### src/hw/rtl/clex_pkg.sv
`default_nettype none
package clex_pkg;

   localparam int VALUE_BITS_DEF = 64;
   localparam int QUEUE_DEPTH    = 4;

   localparam logic [2:0] K_END   = 3'd0;
   localparam logic [2:0] K_CHAR  = 3'd1;
   localparam logic [2:0] K_INT   = 3'd2;
   localparam logic [2:0] K_FLOAT = 3'd3;
   localparam logic [2:0] K_ERROR = 3'd4;

   localparam logic [2:0] E_NONE      = 3'd0;
   localparam logic [2:0] E_INT_SUFX  = 3'd1;
   localparam logic [2:0] E_OPEN_CMT  = 3'd2;
   localparam logic [2:0] E_BAD_NUM   = 3'd3;
   localparam logic [2:0] E_HEX_NOEXP = 3'd4;
   localparam logic [2:0] E_FLT_SUFX  = 3'd5;

   localparam logic [1:0] W_16 = 2'd0;
   localparam logic [1:0] W_32 = 2'd1;
   localparam logic [1:0] W_64 = 2'd2;

   localparam logic [3:0] M_IDLE       = 4'd0;
   localparam logic [3:0] M_SLASH      = 4'd1;
   localparam logic [3:0] M_LINE       = 4'd2;
   localparam logic [3:0] M_BLOCK      = 4'd3;
   localparam logic [3:0] M_BSTAR      = 4'd4;
   localparam logic [3:0] M_ZERO       = 4'd5;
   localparam logic [3:0] M_DIGITS     = 4'd6;
   localparam logic [3:0] M_FRAC       = 4'd7;
   localparam logic [3:0] M_EXP_START  = 4'd8;
   localparam logic [3:0] M_EXP_DIGITS = 4'd9;
   localparam logic [3:0] M_FLT_SUFFIX = 4'd10;
   localparam logic [3:0] M_INT_SUFFIX = 4'd11;
   localparam logic [3:0] M_AFTER_L    = 4'd12;

   localparam logic [1:0] R_DEC = 2'd0;
   localparam logic [1:0] R_OCT = 2'd1;
   localparam logic [1:0] R_HEX = 2'd2;

   // suffix flag bits
   localparam int F_U  = 0;
   localparam int F_L  = 1;
   localparam int F_LL = 2;
   localparam int F_F  = 3;

   // limits below which an integer without an L suffix gets the 16-bit width
   localparam int INT16_MAX_U = 32767;
   localparam int INT16_MAX_S = 32767 / 2;

   typedef struct packed {
      logic [2:0] kind;
      logic [7:0] chr;
      logic       uns;
      logic [1:0] wid;
      logic [2:0] err;
      logic       last;
   } meta_type;

   typedef struct packed {
      logic [3:0] mode;
      logic [1:0] radix;
      logic [3:0] flags;
      logic [7:0] lch;
      logic       bad;
   } scan_type;

endpackage
`default_nettype wire

### src/hw/rtl/clex_front.sv
`default_nettype none
module clex_front #(
   parameter int VALUE_BITS = clex_pkg::VALUE_BITS_DEF
) (
   input  wire logic                  clock,
   input  wire logic                  reset,
   input  wire logic                  accept,
   input  wire logic [7:0]            ch,
   input  wire logic                  eof,
   output clex_pkg::meta_type         meta0,
   output logic [VALUE_BITS-1:0]      val0,
   output logic                       push0,
   output clex_pkg::meta_type         meta1,
   output logic [VALUE_BITS-1:0]      val1,
   output logic                       push1
);
   import clex_pkg::*;

   typedef struct packed {
      scan_type              s;
      logic [VALUE_BITS-1:0] acc;
      logic                  emit;
      meta_type              m;
      logic [VALUE_BITS-1:0] val;
      logic                  again;
   } step_type;

   scan_type              scan_ff, scan_in;
   logic [VALUE_BITS-1:0] acc_ff, acc_in;
   step_type              st1, st2;

   function automatic step_type feed(scan_type s_in, logic [VALUE_BITS-1:0] a_in,
                                     logic e, logic [7:0] c);
      step_type r;
      logic done, dig, letter, hok, blank;
      logic [3:0] hv;
      r = '0;
      r.s = s_in;
      r.acc = a_in;
      done = 1'b0;
      dig = !e && (c inside {[8'h30:8'h39]});
      letter = !e && ((c inside {[8'h61:8'h7a]}) || (c inside {[8'h41:8'h5a]}));
      blank = !e && (c inside {8'h20, 8'h09, 8'h0d, 8'h0a});
      hok = 1'b1;
      hv = c[3:0];
      if (dig) hv = c[3:0];
      else if (!e && ((c inside {[8'h61:8'h66]}) || (c inside {[8'h41:8'h46]})))
         hv = c[3:0] + 4'd9;
      else hok = 1'b0;
      for (int i = 0; i < 4; i++) begin
         if (!done) begin
            done = 1'b1;
            case (r.s.mode)
               M_IDLE: begin
                  if (e) begin
                     r.emit = 1'b1; r.m.kind = K_END;
                  end else if (blank) begin
                  end else if (c == "/") begin
                     r.s.mode = M_SLASH;
                  end else if (dig) begin
                     r.acc = '0; r.s.flags = '0; r.s.lch = '0; r.s.bad = 1'b0;
                     r.s.radix = R_DEC;
                     if (c == "0") r.s.mode = M_ZERO;
                     else begin
                        r.acc = VALUE_BITS'(c[3:0]);
                        r.s.mode = M_DIGITS;
                     end
                  end else begin
                     r.emit = 1'b1; r.m.kind = K_CHAR; r.m.chr = c;
                  end
               end
               M_SLASH: begin
                  if (!e && c == "/") r.s.mode = M_LINE;
                  else if (!e && c == "*") r.s.mode = M_BLOCK;
                  else begin
                     r.emit = 1'b1; r.m.kind = K_CHAR; r.m.chr = "/";
                     r.s.mode = M_IDLE; r.again = 1'b1;
                  end
               end
               M_LINE: begin
                  if (e) begin
                     r.s.mode = M_IDLE; r.again = 1'b1;
                  end else if (c == 8'h0a) r.s.mode = M_IDLE;
               end
               M_BLOCK, M_BSTAR: begin
                  if (e) begin
                     r.emit = 1'b1; r.m.kind = K_ERROR; r.m.err = E_OPEN_CMT;
                     r.s.mode = M_IDLE; r.again = 1'b1;
                  end else if (r.s.mode == M_BSTAR && c == "/") r.s.mode = M_IDLE;
                  else r.s.mode = (c == "*") ? M_BSTAR : M_BLOCK;
               end
               M_ZERO: begin
                  r.s.mode = M_DIGITS;
                  if (!e && (c == "x" || c == "X")) r.s.radix = R_HEX;
                  else begin
                     r.s.radix = R_OCT; done = 1'b0;
                  end
               end
               M_DIGITS: begin
                  if (r.s.radix == R_HEX) begin
                     if (hok) r.acc = (r.acc << 4) + VALUE_BITS'(hv);
                     else if (!e && c == ".") r.s.mode = M_FRAC;
                     else begin
                        r.s.mode = M_INT_SUFFIX; done = 1'b0;
                     end
                  end else if (dig) begin
                     if (r.s.radix == R_DEC)
                        r.acc = (r.acc << 3) + (r.acc << 1) + VALUE_BITS'(c[3:0]);
                     else r.acc = (r.acc << 3) + VALUE_BITS'(c[3:0]);
                  end else if (!e && c == ".") begin
                     if (r.s.radix == R_OCT && r.acc != '0) begin
                        r.emit = 1'b1; r.m.kind = K_ERROR; r.m.err = E_BAD_NUM;
                        r.s.mode = M_IDLE;
                     end else begin
                        r.s.radix = R_DEC; r.s.mode = M_FRAC;
                     end
                  end else if (!e && (c == "e" || c == "E")) r.s.mode = M_EXP_START;
                  else begin
                     r.s.mode = M_INT_SUFFIX; done = 1'b0;
                  end
               end
               M_FRAC: begin
                  if (r.s.radix == R_HEX) begin
                     if (hok) begin
                     end else if (!e && (c == "p" || c == "P")) r.s.mode = M_EXP_START;
                     else begin
                        r.emit = 1'b1; r.m.kind = K_ERROR; r.m.err = E_HEX_NOEXP;
                        r.s.mode = M_IDLE; r.again = 1'b1;
                     end
                  end else if (dig) begin
                  end else if (!e && (c == "e" || c == "E")) r.s.mode = M_EXP_START;
                  else begin
                     r.s.mode = M_FLT_SUFFIX; done = 1'b0;
                  end
               end
               M_EXP_START: begin
                  r.s.mode = M_EXP_DIGITS;
                  if (!(!e && (c == "+" || c == "-"))) done = 1'b0;
               end
               M_EXP_DIGITS: begin
                  if (!dig) begin
                     r.s.mode = M_FLT_SUFFIX; done = 1'b0;
                  end
               end
               M_FLT_SUFFIX: begin
                  if (letter) begin
                     if (r.s.bad) begin
                     end else if ((c == "f" || c == "F") && !r.s.flags[F_F])
                        r.s.flags[F_F] = 1'b1;
                     else if ((c == "l" || c == "L") && !r.s.flags[F_L])
                        r.s.flags[F_L] = 1'b1;
                     else r.s.bad = 1'b1;
                  end else begin
                     r.emit = 1'b1;
                     if (r.s.bad) begin
                        r.m.kind = K_ERROR; r.m.err = E_FLT_SUFX;
                     end else begin
                        r.m.kind = K_FLOAT;
                        r.m.wid = r.s.flags[F_F] ? W_32 : W_64;
                     end
                     r.s.mode = M_IDLE; r.again = 1'b1;
                  end
               end
               M_INT_SUFFIX: begin
                  if (letter) begin
                     if (r.s.bad) begin
                     end else if ((c == "u" || c == "U") && !r.s.flags[F_U])
                        r.s.flags[F_U] = 1'b1;
                     else if ((c == "l" || c == "L") && !r.s.flags[F_L] && !r.s.flags[F_LL])
                     begin
                        r.s.lch = c; r.s.mode = M_AFTER_L;
                     end else r.s.bad = 1'b1;
                  end else begin
                     r.emit = 1'b1;
                     if (r.s.bad) begin
                        r.m.kind = K_ERROR; r.m.err = E_INT_SUFX;
                     end else begin
                        r.m.kind = K_INT;
                        r.m.uns = r.s.flags[F_U];
                        r.val = r.acc;
                        if (r.s.flags[F_LL]) r.m.wid = W_64;
                        else if (r.s.flags[F_L]) r.m.wid = W_32;
                        else if ((r.s.flags[F_U] && r.acc < VALUE_BITS'(INT16_MAX_U)) ||
                                 (!r.s.flags[F_U] && r.acc < VALUE_BITS'(INT16_MAX_S)))
                           r.m.wid = W_16;
                        else r.m.wid = W_32;
                     end
                     r.s.mode = M_IDLE; r.again = 1'b1;
                  end
               end
               M_AFTER_L: begin
                  r.s.mode = M_INT_SUFFIX;
                  if (!e && c == r.s.lch) r.s.flags[F_LL] = 1'b1;
                  else begin
                     r.s.flags[F_L] = 1'b1; done = 1'b0;
                  end
               end
               default: begin
                  r.s.mode = M_IDLE; done = 1'b0;
               end
            endcase
         end
      end
      return r;
   endfunction

   always_comb begin
      st1 = feed(scan_ff, acc_ff, eof, ch);
      st2 = '0;
      st2.s = st1.s;
      st2.acc = st1.acc;
      if (st1.again) st2 = feed(st1.s, st1.acc, eof, ch);
      scan_in = st2.s;
      acc_in = st2.acc;
   end

   // the two results are packed so the first written slot is always used
   always_comb begin
      meta0 = st1.emit ? st1.m : st2.m;
      val0 = st1.emit ? st1.val : st2.val;
      meta0.last = !(st1.emit && st2.emit);
      push0 = accept && (st1.emit || st2.emit);
      meta1 = st2.m;
      meta1.last = 1'b1;
      val1 = st2.val;
      push1 = accept && st1.emit && st2.emit;
   end

   always_ff @(posedge clock) begin
      if (reset) begin
         scan_ff <= '0;
         acc_ff <= '0;
      end else if (accept) begin
         scan_ff <= scan_in;
         acc_ff <= acc_in;
      end
   end

endmodule
`default_nettype wire

### src/hw/rtl/clex_queue.sv
`default_nettype none
module clex_queue #(
   parameter int VALUE_BITS = clex_pkg::VALUE_BITS_DEF
) (
   input  wire logic                  clock,
   input  wire logic                  reset,
   input  wire clex_pkg::meta_type    meta0,
   input  wire logic [VALUE_BITS-1:0] val0,
   input  wire logic                  push0,
   input  wire clex_pkg::meta_type    meta1,
   input  wire logic [VALUE_BITS-1:0] val1,
   input  wire logic                  push1,
   input  wire logic                  pop,
   output logic                       not_empty,
   output logic                       full2,
   output clex_pkg::meta_type         head_meta,
   output logic [VALUE_BITS-1:0]      head_val
);
   import clex_pkg::*;

   localparam int PW = $clog2(QUEUE_DEPTH);

   meta_type              meta_ff [QUEUE_DEPTH];
   logic [VALUE_BITS-1:0] val_ff [QUEUE_DEPTH];
   logic [PW-1:0]         wr_ff, wr_in, rd_ff, rd_in;
   logic [PW:0]           cnt_ff, cnt_in;
   logic [PW-1:0]         wr_next;

   assign wr_next = wr_ff + PW'(1);
   assign not_empty = cnt_ff != '0;
   // room for two results is needed before an item may enter
   assign full2 = cnt_ff > (PW+1)'(QUEUE_DEPTH - 2);
   assign head_meta = meta_ff[rd_ff];
   assign head_val = val_ff[rd_ff];

   always_comb begin
      wr_in = wr_ff + PW'(push0) + PW'(push1);
      rd_in = rd_ff + PW'(pop);
      cnt_in = cnt_ff + (PW+1)'(push0) + (PW+1)'(push1) - (PW+1)'(pop);
   end

   always_ff @(posedge clock) begin
      if (push0) begin
         meta_ff[wr_ff] <= meta0;
         val_ff[wr_ff] <= val0;
      end
      if (push1) begin
         meta_ff[wr_next] <= meta1;
         val_ff[wr_next] <= val1;
      end
   end

   always_ff @(posedge clock) begin
      if (reset) begin
         wr_ff <= '0;
         rd_ff <= '0;
         cnt_ff <= '0;
      end else begin
         wr_ff <= wr_in;
         rd_ff <= rd_in;
         cnt_ff <= cnt_in;
      end
   end

   a_cnt_bound: assert property (@(posedge clock) disable iff (reset)
      cnt_ff <= (PW+1)'(QUEUE_DEPTH)) else $error("queue count overflow");
   a_pop_nonempty: assert property (@(posedge clock) disable iff (reset)
      pop |-> cnt_ff != '0) else $error("pop from empty queue");
   a_pair_order: assert property (@(posedge clock) disable iff (reset)
      push1 |-> push0) else $error("second result without first");
   a_cnt_step: assert property (@(posedge clock) disable iff (reset)
      push0 && !push1 && !pop |=> cnt_ff == $past(cnt_ff) + (PW+1)'(1))
      else $error("queue count step");

endmodule
`default_nettype wire

### src/hw/rtl/clex_back.sv
`default_nettype none
module clex_back #(
   parameter int VALUE_BITS = clex_pkg::VALUE_BITS_DEF
) (
   input  wire logic                  clock,
   input  wire logic                  reset,
   input  wire logic                  not_empty,
   input  wire clex_pkg::meta_type    head_meta,
   input  wire logic [VALUE_BITS-1:0] head_val,
   output logic                       pop,
   input  wire logic                  out_stall,
   output logic                       out_valid,
   output clex_pkg::meta_type         out_meta,
   output logic [VALUE_BITS-1:0]      out_val
);
   import clex_pkg::*;

   logic                  valid_ff;
   meta_type              meta_ff;
   logic [VALUE_BITS-1:0] val_ff;

   assign pop = not_empty && (!valid_ff || !out_stall);
   assign out_valid = valid_ff;
   assign out_meta = meta_ff;
   assign out_val = val_ff;

   always_ff @(posedge clock) begin
      if (reset) valid_ff <= 1'b0;
      else if (!valid_ff || !out_stall) valid_ff <= not_empty;
   end

   always_ff @(posedge clock) begin
      if (pop) begin
         meta_ff <= head_meta;
         val_ff <= head_val;
      end
   end

   a_hold: assert property (@(posedge clock) disable iff (reset)
      valid_ff && out_stall |=> valid_ff && $stable(val_ff))
      else $error("stalled result changed");
   a_kind_ok: assert property (@(posedge clock) disable iff (reset)
      valid_ff |-> meta_ff.kind == K_INT || val_ff == '0)
      else $error("value on non-integer");
   a_char_ok: assert property (@(posedge clock) disable iff (reset)
      valid_ff && meta_ff.kind != K_CHAR |-> meta_ff.chr == 8'h00)
      else $error("char on non-char result");

endmodule
`default_nettype wire

### src/hw/rtl/c_number_and_comment_lexer.sv
`default_nettype none
// channel | ports                                     | direction
// req     | req_valid req_stall req_ch req_end_of_file | in
// rsp     | rsp_valid rsp_stall rsp_kind .. rsp_last    | out
//
// One byte is taken per cycle while req_stall is low; each item gives zero, one or two results.
// Results leave one per cycle while rsp_stall is low, so a stream of two-result items runs at half rate.
// A result is written into the queue at the accepting edge, then into the output register that drives rsp_valid.
// req_stall rises when the 4-entry result queue has room for fewer than two results.
// Reset is synchronous and returns the scanner to idle between tokens.
module c_number_and_comment_lexer #(
   parameter int VALUE_BITS = clex_pkg::VALUE_BITS_DEF
) (
   input  wire logic                  clock,
   input  wire logic                  reset,
   input  wire logic                  req_valid,
   output logic                       req_stall,
   input  wire logic [7:0]            req_ch,
   input  wire logic                  req_end_of_file,
   output logic                       rsp_valid,
   input  wire logic                  rsp_stall,
   output logic [2:0]                 rsp_kind,
   output logic [7:0]                 rsp_char_code,
   output logic [VALUE_BITS-1:0]      rsp_int_value,
   output logic                       rsp_is_unsigned,
   output logic [1:0]                 rsp_width_code,
   output logic [2:0]                 rsp_error_code,
   output logic                       rsp_last
);
   import clex_pkg::*;

   meta_type              meta0, meta1, head_meta, out_meta;
   logic [VALUE_BITS-1:0] val0, val1, head_val;
   logic                  push0, push1, pop, not_empty, full2, accept;

   assign req_stall = full2;
   assign accept = req_valid && !full2;

   clex_front #(.VALUE_BITS(VALUE_BITS)) u_front (
      .clock(clock), .reset(reset), .accept(accept),
      .ch(req_ch), .eof(req_end_of_file),
      .meta0(meta0), .val0(val0), .push0(push0),
      .meta1(meta1), .val1(val1), .push1(push1)
   );

   clex_queue #(.VALUE_BITS(VALUE_BITS)) u_queue (
      .clock(clock), .reset(reset),
      .meta0(meta0), .val0(val0), .push0(push0),
      .meta1(meta1), .val1(val1), .push1(push1),
      .pop(pop), .not_empty(not_empty), .full2(full2),
      .head_meta(head_meta), .head_val(head_val)
   );

   clex_back #(.VALUE_BITS(VALUE_BITS)) u_back (
      .clock(clock), .reset(reset),
      .not_empty(not_empty), .head_meta(head_meta), .head_val(head_val),
      .pop(pop), .out_stall(rsp_stall), .out_valid(rsp_valid),
      .out_meta(out_meta), .out_val(rsp_int_value)
   );

   assign rsp_kind = out_meta.kind;
   assign rsp_char_code = out_meta.chr;
   assign rsp_is_unsigned = out_meta.uns;
   assign rsp_width_code = out_meta.wid;
   assign rsp_error_code = out_meta.err;
   assign rsp_last = out_meta.last;

endmodule
`default_nettype wire
### config.mk
export PLATFORM = sky130hd
export DESIGN_NAME = c_number_and_comment_lexer
export DESIGN_NICKNAME = d
export VERILOG_FILES = /design/src/hw/rtl/clex_pkg.sv /design/src/hw/rtl/clex_front.sv /design/src/hw/rtl/clex_queue.sv /design/src/hw/rtl/clex_back.sv /design/src/hw/rtl/c_number_and_comment_lexer.sv
export SDC_FILE = /design/constraint.sdc
export NUM_CORES = 2
export LEC_CHECK = 0
export BUFFER_PORTS_ARGS = -buffer_cell sky130_fd_sc_hd__buf_2
export CELL_PAD_IN_SITES_DETAIL_PLACEMENT = 1
export CELL_PAD_IN_SITES_GLOBAL_PLACEMENT = 1
export CORE_MARGIN = 5
export CORE_UTILIZATION = 40
export DETAILED_ROUTE_END_ITERATION = 8
export PLACE_DENSITY_LB_ADDON = 0.1
export REMOVE_ABC_BUFFERS = 1
export SYNTH_ARGS = -nofsm -noshare
export SYNTH_HDL_FRONTEND = slang
export SYNTH_SLANG_ARGS = --single-unit
export TNS_END_PERCENT = 30
### constraint.sdc
create_clock -name clock -period 18.2 [get_ports clock]
set_input_delay 3.64 -clock clock [delete_from_list [all_inputs] [get_ports clock]]
set_output_delay 3.64 -clock clock [all_outputs]
set_load 0.03 [all_outputs]
==> flow_summary.json <==
{
  "hold_path_depth": 2,
  "synth_cell_types": 139,
  "final_nets": 5189,
  "cp_common_cell": "o21ai_0",
  "clockBufferDepth": 3,
  "ys_top_cells_by_count": "nor2_1, nand2_1, edfxtp_1",
  "p_int_mw": 2.65,
  "io_pins": 97,
  "crit_type": "input pin to register",
  "core_um2": 108000,
  "reg2regPathDepth": 32,
  "synth_top_cell_area_share": 0.280,
  "async_flop_share": 0,
  "cts_resized": 0,
  "sequentialPowerShare": 0.370,
  "io_buffers": 96,
  "ctsHtreeMaxLevel": 2,
  "hp-class": "register to register",
  "timing.setup.tns_ns": 0,
  "grt_max_degree": 73,
  "fin_worst_skew_ns": 0.0610,
  "dpl_cell_area_um2": 45600,
  "synthCells": 4895,
  "antenna_found_initial": 3,
  "period_minus_slack_ns": 13.82,
  "clk_latency_ns": 0.67,
  "p_per_area_nw_per_um2": 93.7,
  "syn_area_um2": 43500,
  "fillers": 12500,
  "timing.final.hold_violations": 0,
  "layout-drive-gt1-share": 0.134,
  "regArea_um2": 14100,
  "die_x_um": 340,
  "fin_crit_sh": 0.759,
  "gp_congestion": 1.04,
  "holdBufCountCts": 0,
  "cts-buffers-inserted": 55,
  "yosys_most_used_dff": "edfxtp_1",
  "ys_seq_area_frac": 0.324,
  "hpwl_um": 154000,
  "dieArea_um2": 115000,
  "synthTopCellsByArea": "edfxtp_1, ha_1, nor2_1",
  "cts_tree": "done",
  "ant_nets": 0,
  "instances_no_fill": 6279,
  "max_slew.worst_pin.slew_ns": 1.59,
  "ys_warn_count": 0,
  "die_y_um": 340,
  "status": "finished with violations",
  "yosysTopAreaCell": "edfxtp_1",
  "syn_area_per_cell_um2": 8.88,
  "required_ns": 18.55,
  "finalWirelength_um": 204000,
  "cts_sinks": 501,
  "total_power_mw": 4.44,
  "cp.depth": 34,
  "drv_slew": 8,
  "drt_iter0_drc": 5562,
  "crit_fanout": 38,
  "startpoint_type": "input pin",
  "grt_usage": 0.339,
  "setup_viol": 0,
  "ys_ff_latch": 501,
  "fmax_mhz": 72.4,
  "yosysMostFrequentCell": "nor2_1",
  "drcViolationCount": 0,
  "drv_cap": 1,
  "syn_to_final_growth_pct": 9.00,
  "cts_post_setup_buffers_inserted": 0,
  "synth-edff-count": 406,
  "netSwitchingFraction": 0.403,
  "slowest_delay_ns": 1.19,
  "irDropWorstVdd_v": 0.0000854,
  "overflow": 0,
  "p_leak_nw": 18.8,
  "power.net_switching_mw": 1.79,
  "p_comb_frac": 0.374,
  "worst_setup_path_end_kind": "register",
  "vias_per_cell": 6.87,
  "grt_pass1_wl_um": 295000,
  "timing.slew.headroom": -0.0571,
  "cp_num_buf_inv": 3,
  "start_util": 0.401,
  "multi_input_area_um2": 27500,
  "rsz0062_at_grt": "no",
  "violations": "capacitance limit, slew limit",
  "cp.arrival_ns": 14.17,
  "dp_cells": 6174,
  "dr.pass1.iters": 9,
  "via_count": 43100,
  "crit_path_top_delay_cell": "o31ai_2",
  "grt_pass1_vias": 41900,
  "clk_pin_slew_ns": 0.06,
  "wl_per_cell_um": 32.5,
  "crit_family": "compound AO/OA/AOI/OAI gates",
  "p_clk_frac": 0.256,
  "hold_slack_ns": 0.463,
  "final_area_um2": 47400,
  "cts-root-buf": "clkbuf_16",
  "placementRows": 121
}
## final timing paths
| kind | from | to | slack (ns) |
|---|---|---|---|
| max | req_ch[3] | u_queue.meta_ff[1][4]$_DFFE_PP_ | 4.38 |
| min | u_front.acc_ff[40]$_SDFFE_PP0P_ | u_front.acc_ff[40]$_SDFFE_PP0P_ | 0.46 |
| max reg2reg | u_front.acc_ff[2]$_SDFFE_PP0P_ | u_queue.meta_ff[1][4]$_DFFE_PP_ | 7.18 |
| min reg2reg | u_front.acc_ff[40]$_SDFFE_PP0P_ | u_front.acc_ff[40]$_SDFFE_PP0P_ | 0.46 |
## layout make-up
type | instances | share of cell area
diodes | 1 | 0.0000528
clock buffers | 66 | 0.0303
clock inverters | 37 | 0.00757
inverters | 85 | 0.00673
multi-input cells | 3892 | 0.581
flip-flops and latches | 501 | 0.297
well taps | 1414 | 0.0373
repair buffers | 283 | 0.0400
## tightest hold or removal path: stages, from the launching register on
cell and delay (ns):
dfxtp_1 0.31, nand2_1 0.05, a21oi_1 0.05
## layout by cell type (no fill, tap or decap), drive strengths merged, types with 77 or more instances in the layout
| cell | instances |
|---|---|
| nand3 | 171 |
| ha | 349 |
| nor2 | 632 |
| mux4 | 82 |
| nor3 | 157 |
| a21oi | 311 |
| o21ai | 217 |
| nand4 | 97 |
| buf | 283 |
| dfxtp | 95 |
| nor4 | 77 |
| nand2 | 423 |
| inv | 88 |
| edfxtp | 406 |
## cell families after synthesis
kind of cell               Yosys count  share of synthesized area
AOI/OAI and AO/OA                 1346                      0.225
xor gates and xnor gates           117                     0.0236
adders and majority gates          359                      0.105
buffers and inverters              502                     0.0480
DFF                                501                      0.324
muxes                              115                     0.0503
and+or+nand+nor                   1955                      0.225
## sequential cells by signal (all words and copies together) (netlist names)
register / flops
u_back.out_valid: 1
u_back.out_val: 64
u_queue.wr_ff: 2
u_queue.meta_ff: 72
u_front.acc_ff: 64
u_queue.rd_ff: 2
u_queue.cnt_ff: 3
u_queue.val_ff: 256
u_front.scan_ff: 19
u_back.out_meta: 18
## per-layer routing
layer	share of wire	global-route usage	vias up
met2	0.40	0.480	2536
met1	0.42	0.482	21500
met3	0.12	0.100	430
li1	-	-	18700
met5	0.000054	0	-
met4	0.051	0.137	2
## metrics by stage
step | setup WS, ns | util
2_1_floorplan | 5.57 | -
3_5_place_dp | 4.20 | 0.421
3_3_place_gp | 4.31 | 0.421
5_1_grt | 4.19 | 0.437
6_report | 4.38 | 0.437
4_1_cts | 4.86 | 0.437
## power by group through the flow
stage          Combinational, mW  Sequential [mW]  Clock (mW)
5_1_grt                     1.74             1.66        1.21
3_3_place_gp                1.61             1.65           0
4_1_cts                     1.64             1.65        1.16
6_report                    1.66             1.64        1.14
2_1_floorplan              0.769             1.92           0
3_5_place_dp                1.63             1.67           0
Power figures use the tool's default switching activity.
